**src/hw/rtl/lrd_pkg.sv**
```systemverilog
// Shared word types and result codes for the log record deframer.
`default_nettype none

package lrd_pkg;

  localparam logic [2:0] KIND_OP   = 3'd0;
  localparam logic [2:0] KIND_KLEN = 3'd1;
  localparam logic [2:0] KIND_KEY  = 3'd2;
  localparam logic [2:0] KIND_VLEN = 3'd3;
  localparam logic [2:0] KIND_VAL  = 3'd4;
  localparam logic [2:0] KIND_ERR  = 3'd5;

  localparam logic [2:0] ERR_NO_OP     = 3'd0;
  localparam logic [2:0] ERR_SHORT_KLEN = 3'd1;
  localparam logic [2:0] ERR_SHORT_KEY  = 3'd2;
  localparam logic [2:0] ERR_SHORT_VLEN = 3'd3;
  localparam logic [2:0] ERR_SHORT_VAL  = 3'd4;

  localparam logic ACT_DATA = 1'b0;
  localparam logic ACT_EOS  = 1'b1;

  typedef struct packed {
    logic       action;
    logic [7:0] data_byte;
  } in_word_t;

  typedef struct packed {
    logic [2:0]  kind;
    logic [7:0]  byte_out;
    logic [31:0] field_length;
    logic        record_last;
    logic [2:0]  error_code;
  } out_word_t;

endpackage

`default_nettype wire

```
**src/hw/rtl/log_record_deframer_core.sv**
```systemverilog
// Top level of the log record deframer: handshake, parser and result register.
// A word that yields a result shows it on out_valid in the cycle after acceptance.
// Throughput: one input word per cycle while in_ready is high; the parser updates its state in a single pass.
// A word is taken whenever the result register is empty or is being drained that cycle.
// Reset (rst_n low, synchronous) returns the parser to the op phase and empties the output.
`default_nettype none

module log_record_deframer_core (
  input  wire logic               clk,
  input  wire logic               rst_n,
  input  wire logic               in_valid,
  output logic                    in_ready,
  input  wire lrd_pkg::in_word_t  in_data,
  output logic                    out_valid,
  input  wire logic               out_ready,
  output lrd_pkg::out_word_t      out_data
);
  import lrd_pkg::*;

  logic      take;
  logic      res_valid;
  out_word_t res_word;

  assign in_ready = !out_valid || out_ready;
  assign take     = in_valid && in_ready;

  lrd_parse u_parse (
    .clk       (clk),
    .rst_n     (rst_n),
    .take      (take),
    .in_word   (in_data),
    .res_valid (res_valid),
    .res_word  (res_word)
  );

  lrd_out_reg u_out (
    .clk       (clk),
    .rst_n     (rst_n),
    .load      (take && res_valid),
    .load_word (res_word),
    .out_ready (out_ready),
    .out_valid (out_valid),
    .out_data  (out_data)
  );

endmodule

`default_nettype wire

```
**src/hw/rtl/lrd_parse.sv**
```systemverilog
// Record parser: phase state, length assembly and per-word result decode.
`default_nettype none

module lrd_parse (
  input  wire logic              clk,
  input  wire logic              rst_n,
  input  wire logic              take,
  input  wire lrd_pkg::in_word_t in_word,
  output logic                   res_valid,
  output lrd_pkg::out_word_t     res_word
);
  import lrd_pkg::*;

  typedef enum logic [2:0] {
    PH_OP   = 3'd0,
    PH_KLEN = 3'd1,
    PH_KEY  = 3'd2,
    PH_VLEN = 3'd3,
    PH_VAL  = 3'd4
  } phase_t;

  phase_t      phase_r, phase_nxt;
  logic [1:0]  cnt_r, cnt_nxt;
  logic [31:0] acc_r, acc_nxt;
  logic [31:0] rem_r, rem_nxt;
  logic [31:0] acc_or;
  logic        len_done;

  assign acc_or   = acc_r | ({24'd0, in_word.data_byte} << {cnt_r, 3'b000});
  assign len_done = (cnt_r == 2'd3);

  always_comb begin
    phase_nxt = phase_r;
    cnt_nxt   = cnt_r;
    acc_nxt   = acc_r;
    rem_nxt   = rem_r;
    res_valid = 1'b0;
    res_word  = '0;
    if (in_word.action == ACT_EOS) begin
      res_valid      = 1'b1;
      res_word.kind  = KIND_ERR;
      case (phase_r)
        PH_KLEN: res_word.error_code = ERR_SHORT_KLEN;
        PH_KEY:  res_word.error_code = ERR_SHORT_KEY;
        PH_VLEN: res_word.error_code = ERR_SHORT_VLEN;
        PH_VAL:  res_word.error_code = ERR_SHORT_VAL;
        default: res_word.error_code = ERR_NO_OP;
      endcase
      phase_nxt = PH_OP;
      cnt_nxt   = 2'd0;
      acc_nxt   = '0;
      rem_nxt   = '0;
    end else begin
      case (phase_r)
        PH_KLEN, PH_VLEN: begin
          acc_nxt = acc_or;
          cnt_nxt = cnt_r + 2'd1;
          if (len_done) begin
            res_valid             = 1'b1;
            res_word.kind         = (phase_r == PH_KLEN) ? KIND_KLEN : KIND_VLEN;
            res_word.field_length = acc_or;
            cnt_nxt               = 2'd0;
            if (acc_or == 32'd0) begin
              res_word.record_last = (phase_r == PH_VLEN);
              phase_nxt = (phase_r == PH_KLEN) ? PH_VLEN : PH_OP;
              acc_nxt   = '0;
              rem_nxt   = '0;
            end else begin
              phase_nxt = (phase_r == PH_KLEN) ? PH_KEY : PH_VAL;
              rem_nxt   = acc_or;
            end
          end
        end
        PH_KEY, PH_VAL: begin
          res_valid         = 1'b1;
          res_word.kind     = (phase_r == PH_KEY) ? KIND_KEY : KIND_VAL;
          res_word.byte_out = in_word.data_byte;
          rem_nxt           = rem_r - 32'd1;
          if (rem_r == 32'd1) begin
            res_word.record_last = (phase_r == PH_VAL);
            phase_nxt = (phase_r == PH_KEY) ? PH_VLEN : PH_OP;
            cnt_nxt   = 2'd0;
            acc_nxt   = '0;
            rem_nxt   = '0;
          end
        end
        default: begin
          res_valid         = 1'b1;
          res_word.kind     = KIND_OP;
          res_word.byte_out = in_word.data_byte;
          phase_nxt         = PH_KLEN;
          cnt_nxt           = 2'd0;
          acc_nxt           = '0;
          rem_nxt           = '0;
        end
      endcase
    end
  end

  always_ff @(posedge clk) begin
    if (!rst_n) begin
      phase_r <= PH_OP;
      cnt_r   <= 2'd0;
      acc_r   <= '0;
      rem_r   <= '0;
    end else if (take) begin
      phase_r <= phase_nxt;
      cnt_r   <= cnt_nxt;
      acc_r   <= acc_nxt;
      rem_r   <= rem_nxt;
    end
  end

  a_last_returns_to_op: assert property (@(posedge clk) disable iff (!rst_n)
    (take && res_valid && res_word.record_last) |=> (phase_r == PH_OP))
    else $error("record_last word did not return the parser to the op phase");

  a_body_has_bytes: assert property (@(posedge clk) disable iff (!rst_n)
    (phase_r == PH_KEY || phase_r == PH_VAL) |-> (rem_r != 32'd0))
    else $error("key or value phase entered with no bytes remaining");

  a_eos_clears: assert property (@(posedge clk) disable iff (!rst_n)
    (take && in_word.action == ACT_EOS) |=> (phase_r == PH_OP && cnt_r == 2'd0))
    else $error("end of stream did not clear the parser state");

endmodule

`default_nettype wire

```
**src/hw/rtl/lrd_out_reg.sv**
```systemverilog
// Result register holding one word until the downstream side takes it.
`default_nettype none

module lrd_out_reg (
  input  wire logic               clk,
  input  wire logic               rst_n,
  input  wire logic               load,
  input  wire lrd_pkg::out_word_t load_word,
  input  wire logic               out_ready,
  output logic                    out_valid,
  output lrd_pkg::out_word_t      out_data
);
  import lrd_pkg::*;

  logic      valid_r, valid_nxt;
  out_word_t data_r;

  always_comb begin
    valid_nxt = valid_r;
    if (load) begin
      valid_nxt = 1'b1;
    end else if (out_ready) begin
      valid_nxt = 1'b0;
    end
  end

  always_ff @(posedge clk) begin
    if (!rst_n) begin
      valid_r <= 1'b0;
    end else begin
      valid_r <= valid_nxt;
    end
  end

  always_ff @(posedge clk) begin
    if (load) begin
      data_r <= load_word;
    end
  end

  assign out_valid = valid_r;
  assign out_data  = data_r;

endmodule

`default_nettype wire
```
**config.mk**
```make
export PLATFORM = sky130hd
export DESIGN_NAME = log_record_deframer_core
export DESIGN_NICKNAME = d
export VERILOG_FILES = /design/src/hw/rtl/lrd_pkg.sv /design/src/hw/rtl/log_record_deframer_core.sv /design/src/hw/rtl/lrd_parse.sv /design/src/hw/rtl/lrd_out_reg.sv
export SDC_FILE = /design/constraint.sdc
export NUM_CORES = 1
export LEC_CHECK = 0
export ABC_AREA = 0
export BUFFER_PORTS_ARGS = -buffer_cell sky130_fd_sc_hd__buf_2
export CAP_MARGIN = 30
export CORE_MARGIN = 4
export CORE_UTILIZATION = 27
export DETAILED_ROUTE_END_ITERATION = 10
export PLACE_DENSITY = 0.4
export RECOVER_POWER = 100
export SYNTH_ARGS = -nofsm -noshare
export SYNTH_HDL_FRONTEND = slang
export SYNTH_SLANG_ARGS = --single-unit
```
**constraint.sdc**
```tcl
create_clock -name clk -period 11.5 [get_ports clk]
set_clock_uncertainty 0.2 [all_clocks]
set_input_delay 3.45 -clock clk [delete_from_list [all_inputs] [get_ports clk]]
set_output_delay 3.45 -clock clk [all_outputs]
set_load 0.02 [all_outputs]
```
### Yosys cells after proc, flatten, opt, wreduce, memory -nomap -nowiden

Index checks and enable logic that the tools add are counted.

| cells by class | value |
|---|---|
| $add $sub $neg | 2 |
| equality and inequality tests | 8 |
| shift operators | 1 |
| mux-type cells | 35 |
| bitwise logic cells | 3 |
| reduce and logical (&&, ||, !) cells | 13 |

Operators with widths:

| operator | count |
|---|---|
| 32-bit 2-to-1 mux | 7 |
| 32-bit one-hot mux with 2 select lines | 2 |
| 32-bit by 1-bit equality test with 1-bit output, second input constant | 1 |
| 32-bit zero test | 1 |
| 32-bit bitwise OR | 1 |
| 8-bit by 5-bit << shifter with 32-bit output | 1 |
| 32-bit by 1-bit subtractor with 32-bit output, second input constant | 1 |
| 3-bit 2-to-1 mux | 7 |
| 2-bit 2-to-1 mux | 6 |
| 3-bit one-hot mux with 2 select lines | 2 |
| 3-bit one-hot mux with 4 select lines | 1 |
| 1-bit 2-to-1 mux | 8 |
| 3-bit by 2-bit equality test with 1-bit output, second input constant | 2 |
| 3-bit by 2-bit != test with 1-bit output, second input constant | 2 |
| 3-bit OR reduction | 2 |
| 2-bit one-hot mux with 2 select lines | 1 |
| 2-bit AND reduction | 2 |
| 2-bit OR reduction | 2 |
| 3-bit by 1-bit equality test with 1-bit output, second input constant | 1 |
| 3-bit equality test, second input constant | 1 |
| 3-bit AND reduction | 1 |
| 2-bit by 1-bit adder with 2-bit output, second input constant | 1 |
| 2-bit equality test, second input constant | 1 |
| 1-bit logical AND | 2 |
| other kinds (5) | 6 |

| storage, ports and cells | value |
|---|---|
| register bits | 117 |
| bits of input ports | 13 |
| logic and storage cells | 72 |

### Logic depth before layout (Yosys ltp)

| logic depth | value |
|---|---|
| depth after elaboration | 7 |
| mapped depth | 10 |
| mapped depth without buffers | 8 |

### Modules after synthesis

A second synthesis with hierarchy kept.

| unflattened totals | value |
|---|---|
| cell total of the unflattened synthesis | 583 |
| area, all modules | 5454.0 um2 |

By module, submodules not included:

| module | times used | cells each | area an instance (um2) |
|---|---|---|---|
| lrd_parse | 1 | 530 | 3975.1 |
| lrd_out_reg | 1 | 50 | 1452.6 |
| log_record_deframer_core | 1 | 3 | 26.3 |

### Worst setup path after synthesis

No wires, ideal clock.

| timing path | value |
|---|---|
| path type | input -> output |
| start point | input port out_ready |
| end point | output port in_ready |
| data arrival time | 3.724 ns |
| required time | 7.850 ns |
| slack | 4.126 ns |
| cell stages on the path | 1 |
| path through | nand2b_1 |

| between the ends | value |
|---|---|
| longest elaborated chain between the ends | 1 |

RTL lines:

| item | RTL line | text |
|---|---|---|
| start, declared | log_record_deframer_core.sv:15 | `input wire logic out_ready,` |
| 1-bit logical OR | log_record_deframer_core.sv:24 | `assign in_ready = !out_valid \|\| out_ready;` |
| end, declared | log_record_deframer_core.sv:12 | `output logic in_ready,` |

Every way passes these cells.

### Worst setup path in the final report

| timing path | value |
|---|---|
| start point | input port in_data[8] in the netlist's numbering |
| end point | register u_parse.rem_r[12] |

| between the ends | value |
|---|---|
| longest elaborated chain between the ends | 2 |

RTL lines:

| item | RTL line | text |
|---|---|---|
| start, declared | log_record_deframer_core.sv:13 | `input wire lrd_pkg::in_word_t in_data,` |
| 3-bit by 2-bit != test with 1-bit output (no source line) | -- |  |
| 2-bit AND reduction (no source line) | -- |  |
| end signal, assigned | lrd_parse.sv:110 | `rem_r <= rem_nxt;` |
| end, declared | lrd_parse.sv:25 | `logic [31:0] rem_r, rem_nxt;` |

Several ways; a longest one is shown, not always the timed one.
A chain may end at the register's enable or synchronous reset.

==> results.py <==
metrics = {
    "final_layout": {
        "post-route-util": 0.320,
        "diodes": 0,
        "mostFrequentLayoutCell": "nor2_1",
        "nets": 662,
        "drive_gt1_frac": 0.115,
        "synthToLayoutAreaGrowth_pct": 16.1,
        "layout_common_cells": "76 x nor2_1, 75 x a21oi_1, 70 x dfxtp_1",
    },
    "timing": {
        "max_freq_ghz": 0.118,
        "setup_slack_ns": 3.04,
        "final_max_slew_viol_count": 92,
        "tightestPinTransition_ns": 3.12,
        "fin_crit_sh": 0.736,
        "max_slew_margin": -1.08,
        "tns_ns": 0,
        "finalHoldViolCount": 0,
        "rsz0062_at_grt": "false",
        "setup-violations-final": 0,
        "final.min_clock_period_ns": 8.46,
        "fin_hold_ws_ns": 0.295,
    },
    "yosys": {
        "synth_nets": 618,
        "yosysWarnings": 0,
        "synthAdderAreaFrac": 0.00668,
        "synth_area_per_cell_um2": 9.33,
        "ys_async_sr_fraction": 0,
        "syn-cell-area_um2": 5620,
        "muxShareOfSynthArea": 0.00557,
        "synth_seq_area_share": 0.501,
        "synth_top_area_cell": "edfxtp_1",
        "synth-main-ff-cell": "dfxtp_1",
        "synthCells": 602,
        "synthXorXnorAreaFrac": 0.0156,
        "synthDistinctLibCells": 62,
        "post_synth_main_area_contributors": "edfxtp_1 25%, dfxtp_1 25%, a21oi_1 6.7%, nor2_1 5.1%, nand2_1 2.8%",
        "synthSimpleGateAreaFrac": 0.227,
        "synth_edf_count": 47,
        "synth_top_family_by_area": "simple AND/OR/NAND/NOR gates",
        "synth_compound_area_frac": 0.201,
        "synth_top_area_frac": 0.251,
        "ys_ff_latch": 117,
    },
    "clock_tree": {
        "postCtsSetupRepairBufs": 0,
        "root_buffer": "clkbuf_16",
        "cts_buffers": 17,
        "cts_tree": "built",
        "cts_sinks": 117,
        "clock_path_buffers": 2,
        "clk_pin_slew_ns": 0.05,
        "clock_latency_ns": 0.42,
        "h-tree-depth": 4,
        "cts.repair.resized": 0,
        "holdBufCountCts": 0,
    },
    "power": {
        "pwr-share-clk": 0.475,
        "p_leak_nw": 2.26,
        "combPwrFrac": 0.093,
        "power_density_nw_per_um2": 160,
        "pwr-share-seq": 0.433,
        "internal-power_uw": 771,
        "switching_share": 0.262,
        "p_sw_uw": 274,
        "peakVddDrop_v": 0.0000863,
    },
    "route": {
        "ant_nets": 0,
        "wl_mm": 18.6,
        "wl_per_cell_um": 20.0,
        "drc": 0,
        "vias_per_cell": 5.19,
        "firstDrtPassIters": 4,
        "vias": 4818,
        "drt-initial-drc-count": 288,
    },
    "global_routing": {
        "grt_max_degree": 59,
        "grt_pass1_wl_mm": 28.7,
        "antenna_found_initial": 0,
        "grtUsageTotal": 0.158,
        "grt_overflow_total": 0,
        "grt_pass1_vias": 4648,
    },
    "floorplanning": {
        "rows": 52,
        "start_util": 0.276,
        "die_w_um": 152,
        "die_height_um": 152,
        "io_pins": 62,
        "core_region_area_um2": 20400,
        "dieArea_um2": 23200,
    },
    "worst_setup_path": {
        "cp-end-kind": "flip-flop",
        "reg2reg_slack_ns": 5.13,
        "reg2reg_depth": 9,
        "rr_endpoint": "u_parse.rem_r[12]$_SDFFE_PN0P_",
        "startpoint_type": "input pin",
        "required_ns": 11.65,
        "cp_data_arrival_time_ns": 8.61,
        "worstSetupPathType": "input pin to flip-flop",
        "worstPathMaxFanout": 58,
        "r2r_start": "u_parse.phase_r[2]$_SDFFE_PN0P_",
        "endpoint": "u_parse.rem_r[12]$_SDFFE_PN0P_",
        "crit_start": "in_data[8]",
    },
    "placement": {
        "pre_cts_slack_ns": 3.85,
        "dp_hpwl_mm": 13.0,
        "gp_congestion": 0.824,
        "io_buffers": 61,
    },
    "flow_run": {
        "max_cap_viol_count": 3,
    },
    "run_status": {
        "status": "finished, violations left",
        "violations": "max-capacitance violations, max-slew violations",
    },
    "hold_path": {
        "hp-class": "flip-flop to flip-flop",
    },
}
## through the flow
| stage | std cells | cell area (um^2) | power, mW |
|---|---|---|---|
| 3_3_place_gp | 895 | 6120 | 0.561 |
| 2_1_floorplan | 602 | 5620 | 0.527 |
| 5_1_grt | 929 | 6530 | 1.08 |
| 3_5_place_dp | 897 | 6160 | 0.562 |
| 4_1_cts | 929 | 6700 | 1.06 |
| 6_report | 929 | 6530 | 1.05 |
## cells by family after synthesis
| group | count (synthesis) |
|---|---|
| buf+inv | 56 |
| compound gates | 165 |
| fa+ha+maj | 3 |
| simple gates | 248 |
| flops | 117 |
| mux | 3 |
| xor+xnor | 10 |
## synth_stat cells, types with 11 or more instances
master	number
dfxtp_1	70
nor4_1	14
inv_1	12
buf_2	12
nor2_2	22
clkbuf_1	26
nor2_1	76
nor3_1	24
a21oi_1	75
nand2_1	42
and3_1	11
o21ai_0	17
edfxtp_1	47
## worst max-delay path, cell delays in order
cell and delay [ns]:
clkbuf_1 0.37, o311ai_0 0.21, clkbuf_1 0.66, clkinv_1 0.14, clkbuf_1 2.20, and2_0 0.50
nand3_1 0.47, o32a_1 0.48, o21ai_0 0.07
## sequential cells by signal (all words and copies together), names as in the netlist
signal and flops:
u_out.out_data 47, u_out.out_valid 1, u_parse.acc_r 32, u_parse.cnt_r 2, u_parse.phase_r 3, u_parse.rem_r 32
## worst min path at each step
stage                                    from                             end  slack [ns]  cells past startpoint
2_1_floorplan  u_parse.rem_r[29]$_SDFFE_PN0P_  u_parse.rem_r[29]$_SDFFE_PN0P_        0.25                      2
3_3_place_gp   u_parse.acc_r[27]$_SDFFE_PN0P_  u_parse.acc_r[27]$_SDFFE_PN0P_        0.27                      2
3_5_place_dp   u_parse.rem_r[29]$_SDFFE_PN0P_  u_parse.rem_r[29]$_SDFFE_PN0P_        0.28                      2
4_1_cts        u_parse.rem_r[29]$_SDFFE_PN0P_  u_parse.rem_r[29]$_SDFFE_PN0P_        0.29                      2
5_1_grt        u_parse.rem_r[31]$_SDFFE_PN0P_  u_parse.rem_r[31]$_SDFFE_PN0P_        0.32                      2
6_report       u_parse.rem_r[29]$_SDFFE_PN0P_  u_parse.rem_r[29]$_SDFFE_PN0P_        0.29                      2
## cell type report
class	instances	area [um^2]
Inverter	13	48.8
Multi-Input combinational cell	429	2500
Sequential cell	117	2810
Tap cell	270	338
Clock buffer	23	458
Timing Repair Buffer	68	283
Clock inverter	9	82.6
Fill cell	2180	13800
## power by group through the flow
stage	logic, mW	clock network [mW]	registers, mW
5_1_grt	0.105	0.523	0.454
3_3_place_gp	0.102	0	0.459
2_1_floorplan	0.0537	0	0.473
6_report	0.0969	0.496	0.452
4_1_cts	0.102	0.504	0.451
3_5_place_dp	0.102	0	0.460
## per-layer routing
layer | wire, um | GRT usage
met1 | 8960 | 0.218
met2 | 8410 | 0.248
met3 | 1010 | 0.0338
met4 | 214 | 0.0454
met5 | 0 | 0
Note: power is estimated with default switching activity, not from simulation.
